--- src/sv/telnet_command_line_parser_assert.svh ---
// -----------------------------------------------------------------------------
// Telnet command line parser assertion macros
// Concurrent assertion helpers, clocked on clk and disabled during arst_n low.
// -----------------------------------------------------------------------------
`ifndef TELNET_COMMAND_LINE_PARSER_ASSERT_SVH
`define TELNET_COMMAND_LINE_PARSER_ASSERT_SVH

`ifndef NO_ASSERTIONS

// Check a property on every rising clock edge outside reset.
`define TCLP_ASSERT(label, prop) \
	label: assert property (@(posedge clk) disable iff (!arst_n) prop) \
		else $error("tclp assertion failed");

// Check that a condition never holds outside reset.
`define TCLP_ASSERT_NEVER(label, cond) \
	label: assert property (@(posedge clk) disable iff (!arst_n) !(cond)) \
		else $error("tclp forbidden condition seen");

`else

`define TCLP_ASSERT(label, prop)
`define TCLP_ASSERT_NEVER(label, cond)

`endif

`endif

--- src/sv/tclp_pkg.sv ---
// -----------------------------------------------------------------------------
// Telnet command line parser package
// Byte codes, telnet phases, result kinds and the result word type.
// -----------------------------------------------------------------------------
package tclp_pkg;

	localparam int unsigned COUNT_W = 10;
	localparam logic [COUNT_W-1:0] LINE_BYTES = 10'd512;

	localparam logic [7:0] B_EOT   = 8'h04;
	localparam logic [7:0] B_LF    = 8'h0A;
	localparam logic [7:0] B_CR    = 8'h0D;
	localparam logic [7:0] B_SPACE = 8'h20;
	localparam logic [7:0] B_DEL   = 8'h7F;
	localparam logic [7:0] T_IAC   = 8'hFF;
	localparam logic [7:0] T_DONT  = 8'hFE;
	localparam logic [7:0] T_DO    = 8'hFD;
	localparam logic [7:0] T_WONT  = 8'hFC;
	localparam logic [7:0] T_WILL  = 8'hFB;
	localparam logic [7:0] T_EL    = 8'hF8;
	localparam logic [7:0] T_AYT   = 8'hF6;
	localparam logic [7:0] T_IP    = 8'hF4;
	localparam logic [7:0] OPT_TM  = 8'h06;
	localparam logic [7:0] OPT_SGA = 8'h03;

	typedef enum logic [1:0] {
		PH_PLAIN = 2'd0,
		PH_IAC   = 2'd1,
		PH_DO    = 2'd2,
		PH_SKIP  = 2'd3
	} phase_t;

	typedef enum logic [2:0] {
		K_DROP   = 3'd0,
		K_CHAR   = 3'd1,
		K_END    = 3'd2,
		K_ERASE  = 3'd3,
		K_LOGOUT = 3'd4,
		K_TM     = 3'd5,
		K_SGA    = 3'd6,
		K_AYT    = 3'd7
	} kind_t;

	typedef struct packed {
		kind_t      kind;
		logic [7:0] ch;
		logic       forced;
	} result_t;

endpackage

--- src/sv/tclp_classify.sv ---
// -----------------------------------------------------------------------------
// Telnet command line byte classifier
// Holds the telnet phase, line-end swallow flag and raw byte count, and
// classifies one byte per fire.
// -----------------------------------------------------------------------------
`include "telnet_command_line_parser_assert.svh"

module tclp_classify import tclp_pkg::*; (
	input  logic       clk,
	input  logic       arst_n,
	input  logic       fire,
	input  logic [7:0] rx_byte,
	output result_t    res
);

	phase_t               phase_q, phase_d;
	logic                 skip_q, skip_d;
	logic [COUNT_W-1:0]   count_q, count_d;
	logic [COUNT_W-1:0]   count_inc;
	logic                 is_line_end;
	logic                 swallow;
	logic                 ended;
	kind_t                kind;

	assign is_line_end = (rx_byte == B_CR) || (rx_byte == B_LF);
	assign swallow     = skip_q && is_line_end;
	assign count_inc   = count_q + COUNT_W'(1);

	always_comb begin
		kind    = K_DROP;
		ended   = 1'b0;
		phase_d = phase_q;
		case (phase_q)
			PH_PLAIN: begin
				if (rx_byte == T_IAC) begin
					phase_d = PH_IAC;
				end else if (is_line_end || rx_byte == B_EOT) begin
					kind  = K_END;
					ended = 1'b1;
				end else if (rx_byte < B_SPACE || rx_byte == B_DEL) begin
					kind = K_DROP;
				end else begin
					kind = K_CHAR;
				end
			end
			PH_IAC: begin
				phase_d = PH_PLAIN;
				if (rx_byte == T_IP) begin
					kind = K_LOGOUT;
				end else if (rx_byte == T_DO) begin
					phase_d = PH_DO;
				end else if (rx_byte == T_WILL || rx_byte == T_WONT
						|| rx_byte == T_DONT) begin
					phase_d = PH_SKIP;
				end else if (rx_byte == T_AYT) begin
					kind = K_AYT;
				end else if (rx_byte == T_EL) begin
					kind = K_ERASE;
				end
			end
			PH_DO: begin
				phase_d = PH_PLAIN;
				if (rx_byte == OPT_TM) begin
					kind = K_TM;
				end else if (rx_byte == OPT_SGA) begin
					kind = K_SGA;
				end
			end
			default: begin
				phase_d = PH_PLAIN;
			end
		endcase
	end

	always_comb begin
		res.kind   = kind;
		res.ch     = (kind == K_CHAR) ? rx_byte : 8'h00;
		res.forced = 1'b0;
		skip_d     = 1'b0;
		count_d    = count_inc;
		if (swallow) begin
			// hold all state, drop the byte
			res.kind = K_DROP;
			res.ch   = 8'h00;
			skip_d   = 1'b1;
			count_d  = count_q;
		end else if (kind == K_LOGOUT) begin
			count_d = '0;
		end else if (ended) begin
			count_d = '0;
			skip_d  = 1'b1;
		end else if (count_inc >= LINE_BYTES) begin
			res.forced = 1'b1;
			count_d    = '0;
		end
	end

	always_ff @(posedge clk or negedge arst_n) begin
		if (!arst_n) begin
			phase_q <= PH_PLAIN;
			skip_q  <= 1'b0;
			count_q <= '0;
		end else if (fire) begin
			if (!swallow) begin
				phase_q <= (kind == K_LOGOUT) ? PH_PLAIN : phase_d;
			end
			skip_q  <= skip_d;
			count_q <= count_d;
		end
	end

	`TCLP_ASSERT(a_forced_clears_count, fire && res.forced |=> count_q == '0)
	`TCLP_ASSERT(a_swallow_keeps_skip, fire && swallow |=> skip_q && $stable(count_q))
	`TCLP_ASSERT(a_logout_resets, fire && res.kind == K_LOGOUT |=> phase_q == PH_PLAIN && !skip_q && count_q == '0)
	`TCLP_ASSERT_NEVER(a_forced_not_on_end, res.forced && (res.kind == K_END || res.kind == K_LOGOUT))

endmodule

--- src/sv/telnet_command_line_parser.sv ---
// -----------------------------------------------------------------------------
// Telnet command line parser
// Classifies received bytes for a command-line assembler: keep, drop, end,
// telnet commands and forced end when the raw byte count reaches capacity.
// -----------------------------------------------------------------------------
// Path: an accepted word is held in the input register, then classified into
//   the result register, which drives the result ports.
// Throughput: one word per cycle; the input register and the result
//   register advance together whenever the result register is free.
// Reset: arst_n clears both stage valids, the telnet phase, the line-end
//   swallow flag and the byte count; no clearing pass is needed.

module telnet_command_line_parser import tclp_pkg::*; (
	input  logic       clk,
	input  logic       arst_n,
	input  logic       rx_valid,
	output logic       rx_stall,
	input  logic [7:0] rx_byte,
	output logic       res_valid,
	input  logic       res_stall,
	output logic [2:0] kind,
	output logic [7:0] char_out,
	output logic       forced_end
);

	// Input register stage
	logic       valid_s1;
	logic [7:0] byte_s1;
	// Result register stage
	logic       valid_s2;
	result_t    res_s2;

	logic       adv_s2;
	logic       fire;
	logic       take_in;
	result_t    res;

	// The result register is free when empty or being drained this cycle.
	assign adv_s2  = !valid_s2 || !res_stall;
	// Classify the held byte only when its result can be written.
	assign fire    = valid_s1 && adv_s2;
	// Take a new word when the input register is empty or moves on.
	assign rx_stall = valid_s1 && !adv_s2;
	assign take_in  = rx_valid && !rx_stall;

	always_ff @(posedge clk or negedge arst_n) begin
		if (!arst_n) begin
			valid_s1 <= 1'b0;
		end else if (!rx_stall) begin
			valid_s1 <= rx_valid;
		end
	end

	always_ff @(posedge clk) begin
		if (take_in) begin
			byte_s1 <= rx_byte;
		end
	end

	// Classifier owns the parser state; it advances only on fire.
	tclp_classify u_classify (
		.clk     (clk),
		.arst_n  (arst_n),
		.fire    (fire),
		.rx_byte (byte_s1),
		.res     (res)
	);

	always_ff @(posedge clk or negedge arst_n) begin
		if (!arst_n) begin
			valid_s2 <= 1'b0;
		end else if (adv_s2) begin
			valid_s2 <= valid_s1;
		end
	end

	always_ff @(posedge clk) begin
		if (fire) begin
			res_s2 <= res;
		end
	end

	// Drive the result ports straight from the result register.
	assign res_valid  = valid_s2;
	assign kind       = res_s2.kind;
	assign char_out   = res_s2.ch;
	assign forced_end = res_s2.forced;

endmodule

--- config.mk ---
export PLATFORM = sky130hd
export DESIGN_NAME = telnet_command_line_parser
export DESIGN_NICKNAME = d
export VERILOG_FILES = /design/src/sv/tclp_pkg.sv /design/src/sv/tclp_classify.sv /design/src/sv/telnet_command_line_parser.sv
export VERILOG_INCLUDE_DIRS = /design/src /design/src/sv
export SDC_FILE = /design/constraint.sdc
export NUM_CORES = 1
export LEC_CHECK = 0
export BUFFER_PORTS_ARGS = -buffer_cell sky130_fd_sc_hd__clkbuf_2
export CORE_MARGIN = 1
export CORE_UTILIZATION = 60
export DETAILED_ROUTE_END_ITERATION = 10
export PLACE_DENSITY = 0.84
export SYNTH_ARGS = -nofsm -noshare
export SYNTH_HDL_FRONTEND = slang
export SYNTH_SLANG_ARGS = --single-unit
--- constraint.sdc ---
create_clock -name clk -period 6.1 [get_ports clk]
set_input_delay 0.61 -clock clk [delete_from_list [all_inputs] [get_ports clk]]
set_output_delay 0.61 -clock clk [all_outputs]
set_load 0.01 [all_outputs]
* Word-level counts from Yosys, hierarchy flattened *
Cells that the tools add are included.

operators by class
  $add $sub $neg = 1
  $lt $le $gt $ge = 2
  equality and inequality tests = 19
  multiplexer cells = 27
  bitwise operators = 2
  reductions and logical operators = 19

operators by type and width
  operator                                                                      count
  8-bit equality test, second input constant                                    8
  10-bit two-way mux                                                            3
  3-bit two-way mux                                                             8
  8-bit by 3-bit equality test with 1-bit output, second input constant         2
  8-bit by 4-bit equality test with 1-bit output, second input constant         2
  2-bit two-way mux                                                             6
  10-bit by 1-bit adder with 10-bit output, second input constant               1
  10-bit greater-or-equal comparator, second input constant                     1
  3-bit one-hot mux with 3 select lines                                         1
  8-bit by 2-bit equality test with 1-bit output, second input constant         1
  8-bit by 7-bit equality test with 1-bit output, second input constant         1
  8-bit by 6-bit less-than comparator with 1-bit output, second input constant  1
  1-bit two-way mux                                                             8
  1-bit logical OR                                                              6
  1-bit logical AND                                                             4
  1-bit zero test                                                               4
  2-bit one-hot mux with 2 select lines                                         1
  3-bit by 1-bit equality test with 1-bit output, second input constant         1
  3-bit equality test, second input constant                                    1
  3-bit by 1-bit != test with 1-bit output, second input constant               1
  3-bit AND reduction                                                           1
  3-bit OR reduction                                                            1
  2-bit by 1-bit equality test with 1-bit output, second input constant         1
  2-bit equality test, second input constant                                    1
  4 further kinds                                                               5

word-level totals
  register bits after elaboration = 35
  input port bits = 12
  output and inout bits = 14

* Depth between registers and ports, before layout *
  word-level depth = 10
  gate-level depth with buffers = 8
  gate-level depth less buffers = 6

* Hierarchy *
Synthesis repeated with hierarchy kept, for this count alone.

second synthesis, totals
  cells, all modules = 152
  area total of the unflattened synthesis = 1789.2 um^2

by module, submodules not included
  module                      times used  cells an instance  area each (um^2)
  tclp_classify               1           124                1096.1
  telnet_command_line_parser  1           28                 693.2

* Worst setup path after synthesis *
Ideal clock, no wire load.

  kind = register to register
  start point = register byte_s1[2]
  end point = register u_classify.count_q[0]
  library setup time = 0.125 ns
  arrival = 1.773 ns
  data required time = 5.975 ns
  setup slack = 4.202 ns
  stages on the path, launching flop included = 8
  buffers on the path = 2
  period minus slack after synthesis = 1.898 ns
  cell sequence = edfxtp_1 -> buf_6 -> nand2_2 -> o311a_4 -> nor4_4 -> nor4b_4 -> buf_6 -> mux2_2

on the way
  word-level cells in the longest chain between the ends = 9

ends and longest elaborated chain
  element                                                                                        RTL line                          text
  from (decl)                                                                                    telnet_command_line_parser.sv:28  logic [7:0] byte_s1;
  from (signal assigned)                                                                         telnet_command_line_parser.sv:56  byte_s1 <= rx_byte;
  branches (longest 9 deep; another with 8-bit by 6-bit less-than comparator with 1-bit output)  n/a
  to (signal assigned)                                                                           tclp_classify.sv:108              count_q <= count_d;
  to (decl)                                                                                      tclp_classify.sv:18               logic [COUNT_W-1:0] count_q, count_d;

Parallel ways; which one is timed is not known.
A chain may end at the register's enable or synchronous reset.

* Worst setup path after layout *
  start point = register byte_s1[2]
  end point = register u_classify.count_q[6]

The elaborated chain is that of the path after synthesis.

==> results.yml <==
critical_path:
  required_ns: 6.36
  end_kind: "flop"
  crit_path_max_incr_delay_ns: 0.60
  cp_max_fo: 15
  crit_family: "simple AND/OR/NAND/NOR gates"
  cp_cell_sequence: "and4bb_1, o31a_1, o21ai_2, nor4b_4, o21ai_0, a31oi_1"
  path_class: "reg2reg"
  crit_path_start_kind: "flop"
  crit_arrival_ns: 2.64
  crit_slowest_cell: "edfxtp_1"
  cp.buffers_inverters: 0
sta:
  timing.final.ws_setup_ns: 3.72
  min_period_ns: 2.38
  worst_clock_skew_ns: 0.00995
  tns_ns: 0
  slew_violations: 0
  fmax_mhz: 419
  setup_viol: 0
  worst_pin_slew_ns: 0.680
  final.period_utilization_pct: 39.1
  rsz0062_at_grt: "false"
  relSlewSlack_pct: 54.5
  hold_viol: 0
clock_tree:
  post_cts_resized: 0
  clk_path_buf_depth: 2
  clkTransAtPathRegs_ns: 0.09
  cts_buffers: 5
  cts_setup_buffers: 0
  clockRootBuffer: "clkbuf_4"
  cts_max_level: 2
  hold_buffers: 0
  insertion_delay_ns: 0.34
  clock-sinks: 35
  cts_tree: "done"
yosys:
  synth.cell_area_um2: 1700
  ys_top_cells_by_area: "edfxtp_1, dfrtp_1, and2_1, a21oi_1, a31oi_1"
  ys.flop_type: "edfxtp_1"
  synth_cells: 145
  yosysTopAreaCell: "edfxtp_1"
  avgSynthCellArea_um2: 11.8
  syn_nets: 158
  ys_async_sr_fraction_pct: 42.9
  synth_seq_area_share_pct: 57.3
  ys_warn_count: 0
  ys_seq_elements: 35
  synth_cell_type_count: 45
  yosysTopAreaCellShare_pct: 35.2
  synth_edf_count: 20
routing:
  wire_per_inst_um: 14.8
  drt-initial-drc-count: 42
  drc: 0
  drt-total-wl_um: 3010
  antenna_left: 0
  vias: 1225
  avgViaCountPerCell: 6.03
  drtPass1Iterations: 4
power:
  p_leak_nw: 0.776
  p_int_uw: 362
  p_comb_share_pct: 16.6
  ir_drop_mv: 0.229
  p_switching_uw: 141
  clkPwrFrac_pct: 23.1
  netSwitchingFraction_pct: 28.1
  powerDensity_nw_per_um2: 269
  seq_power_share_pct: 60.3
floorplan:
  die_area_um2: 3060
  core_area_um2: 2590
  initial_utilization_pct: 65.8
  fp-row-count: 18
  io_pins: 26
  die_h_um: 55.3
  die_w_um: 55.3
final_layout:
  area_delta_synth_final_pct: 10.1
  n_antenna_cell: 0
  nets: 185
  fillCellCount: 175
  fin_util_pct: 72.4
  final_layout_size_suffix_gt1_share_pct: 21.4
job:
  cap_violations: 0
placed_design:
  place.detailed.hpwl_um: 2190
  portBuffers: 25
  dpl_worst_slack_ns: 3.75
  place.gp.congestion: 0.771
global_route:
  antenna_found_initial: 0
  grt_first_pass_wirelength_um: 5110
  grt_max_degree: 16
  track_usage_pct: 21.5
  overflow: 0
  grt_pass1_vias: 1147
outcome:
  status: "complete, no violations"
worst_hold_path:
  min_path_type: "in2async"
-- per-stage QoR --
stage | hold slack (ns) | total power, mW | instance area (um^2) | std cells
after floorplan | 0.314 | 0.365 | 1700 | 145
after global placement | 0.477 | 0.385 | 1830 | 195
after detailed placement | 0.483 | 0.391 | 1830 | 195
after CTS | 0.175 | 0.506 | 1880 | 203
after global routing | 0.192 | 0.531 | 1880 | 203
final | 0.173 | 0.504 | 1880 | 203
-- cell type report --
type / instances / area [um^2] / share of cell area, %
multi-input cells: 102 / 677 / 36.1
clock buffers: 8 / 48.8 / 2.60
inverters: 3 / 11.3 / 0.600
flip-flops and latches: 35 / 976 / 52.0
repair buffers: 25 / 125 / 6.67
well taps: 30 / 37.5 / 2.00
-- logic make-up after synthesis --
logic type | synth area share, %
muxes | 0.661
buffers and inverters | 3.01
AOI/OAI and AO/OA | 13.4
xor gates and xnor gates | 1.54
DFF | 57.3
adders and majority gates | 0.734
and+or+nand+nor | 23.3
-- final timing paths --
kind	from	end	slack (ns)	depth (start not counted)
max	byte_s1[2]$_DFFE_PP_	u_classify.count_q[6]$_DFFE_PN0P_	3.72	6
min	arst_n	u_classify.count_q[6]$_DFFE_PN0P_	0.17	1
max reg2reg	byte_s1[2]$_DFFE_PP_	u_classify.count_q[6]$_DFFE_PN0P_	3.72	6
min reg2reg	valid_s1$_DFFE_PN0N_	res_valid$_DFFE_PN0N_	0.51	1
max in group asynchronous	arst_n	u_classify.phase_q[1]$_DFFE_PN0P_	5.65	1
min in group clk	rx_byte[1]	byte_s1[1]$_DFFE_PP_	0.45	1
-- sequential cells by signal, indices dropped and copies added, names as in the netlist --
signal and count:
u_classify.skip_q 1, valid_s1 1, char_out 8, res_valid 1
byte_s1 8, forced_end 1, kind 3, u_classify.count_q 10
u_classify.phase_q 2
-- layer usage --
metal	vias to the layer above	GRT usage (%)	wire (um)
li1	597	-	-
met1	587	28.1	1410
met2	34	33.4	1430
met3	7	5.62	121
met4	0	10.7	51
met5	-	0	0
-- power groups by stage --
stage / Clock (mW) / Sequential, mW / Combinational [mW]
after global placement: 0 / 0.305 / 0.0799
after detailed placement: 0 / 0.307 / 0.0834
after global routing: 0.131 / 0.306 / 0.0933
final: 0.117 / 0.304 / 0.0838
after CTS: 0.119 / 0.303 / 0.0846
after floorplan: 0 / 0.303 / 0.0615
-- Yosys cell counts, types with 2 or more instances --
| library cell | number |
|---|---|
| a21oi_1 | 11 |
| a22o_1 | 3 |
| nor3b_1 | 2 |
| nand4_1 | 2 |
| a31oi_1 | 7 |
| buf_6 | 2 |
| xnor2_1 | 2 |
| o21ai_0 | 5 |
| nor2_1 | 7 |
| nand2_1 | 11 |
| nand2b_1 | 4 |
| nor3_1 | 2 |
| dfrtp_1 | 15 |
| and2_1 | 10 |
| nand3_1 | 7 |
| buf_2 | 2 |
| and3_1 | 3 |
| inv_1 | 3 |
| edfxtp_1 | 20 |
| nor2b_1 | 2 |
-- cells in the final DEF (no fill, tap or decap), types with 7 or more instances in the layout --
cell	netlist	final
nand3_1	7	7
a21oi_1	11	11
edfxtp_1	20	20
dfrtp_1	15	15
nor2_1	7	7
nand2_1	11	11
clkbuf_2	0	25
and2_1	10	10
a31oi_1	7	7
-- worst register-to-register path: cells and delay by family (launching register included) --
kind	cells	cell delay [ns]
simple gates	2	0.87
compound gates	4	0.85
flops	1	0.60
(Power assumes the default switching activity.)
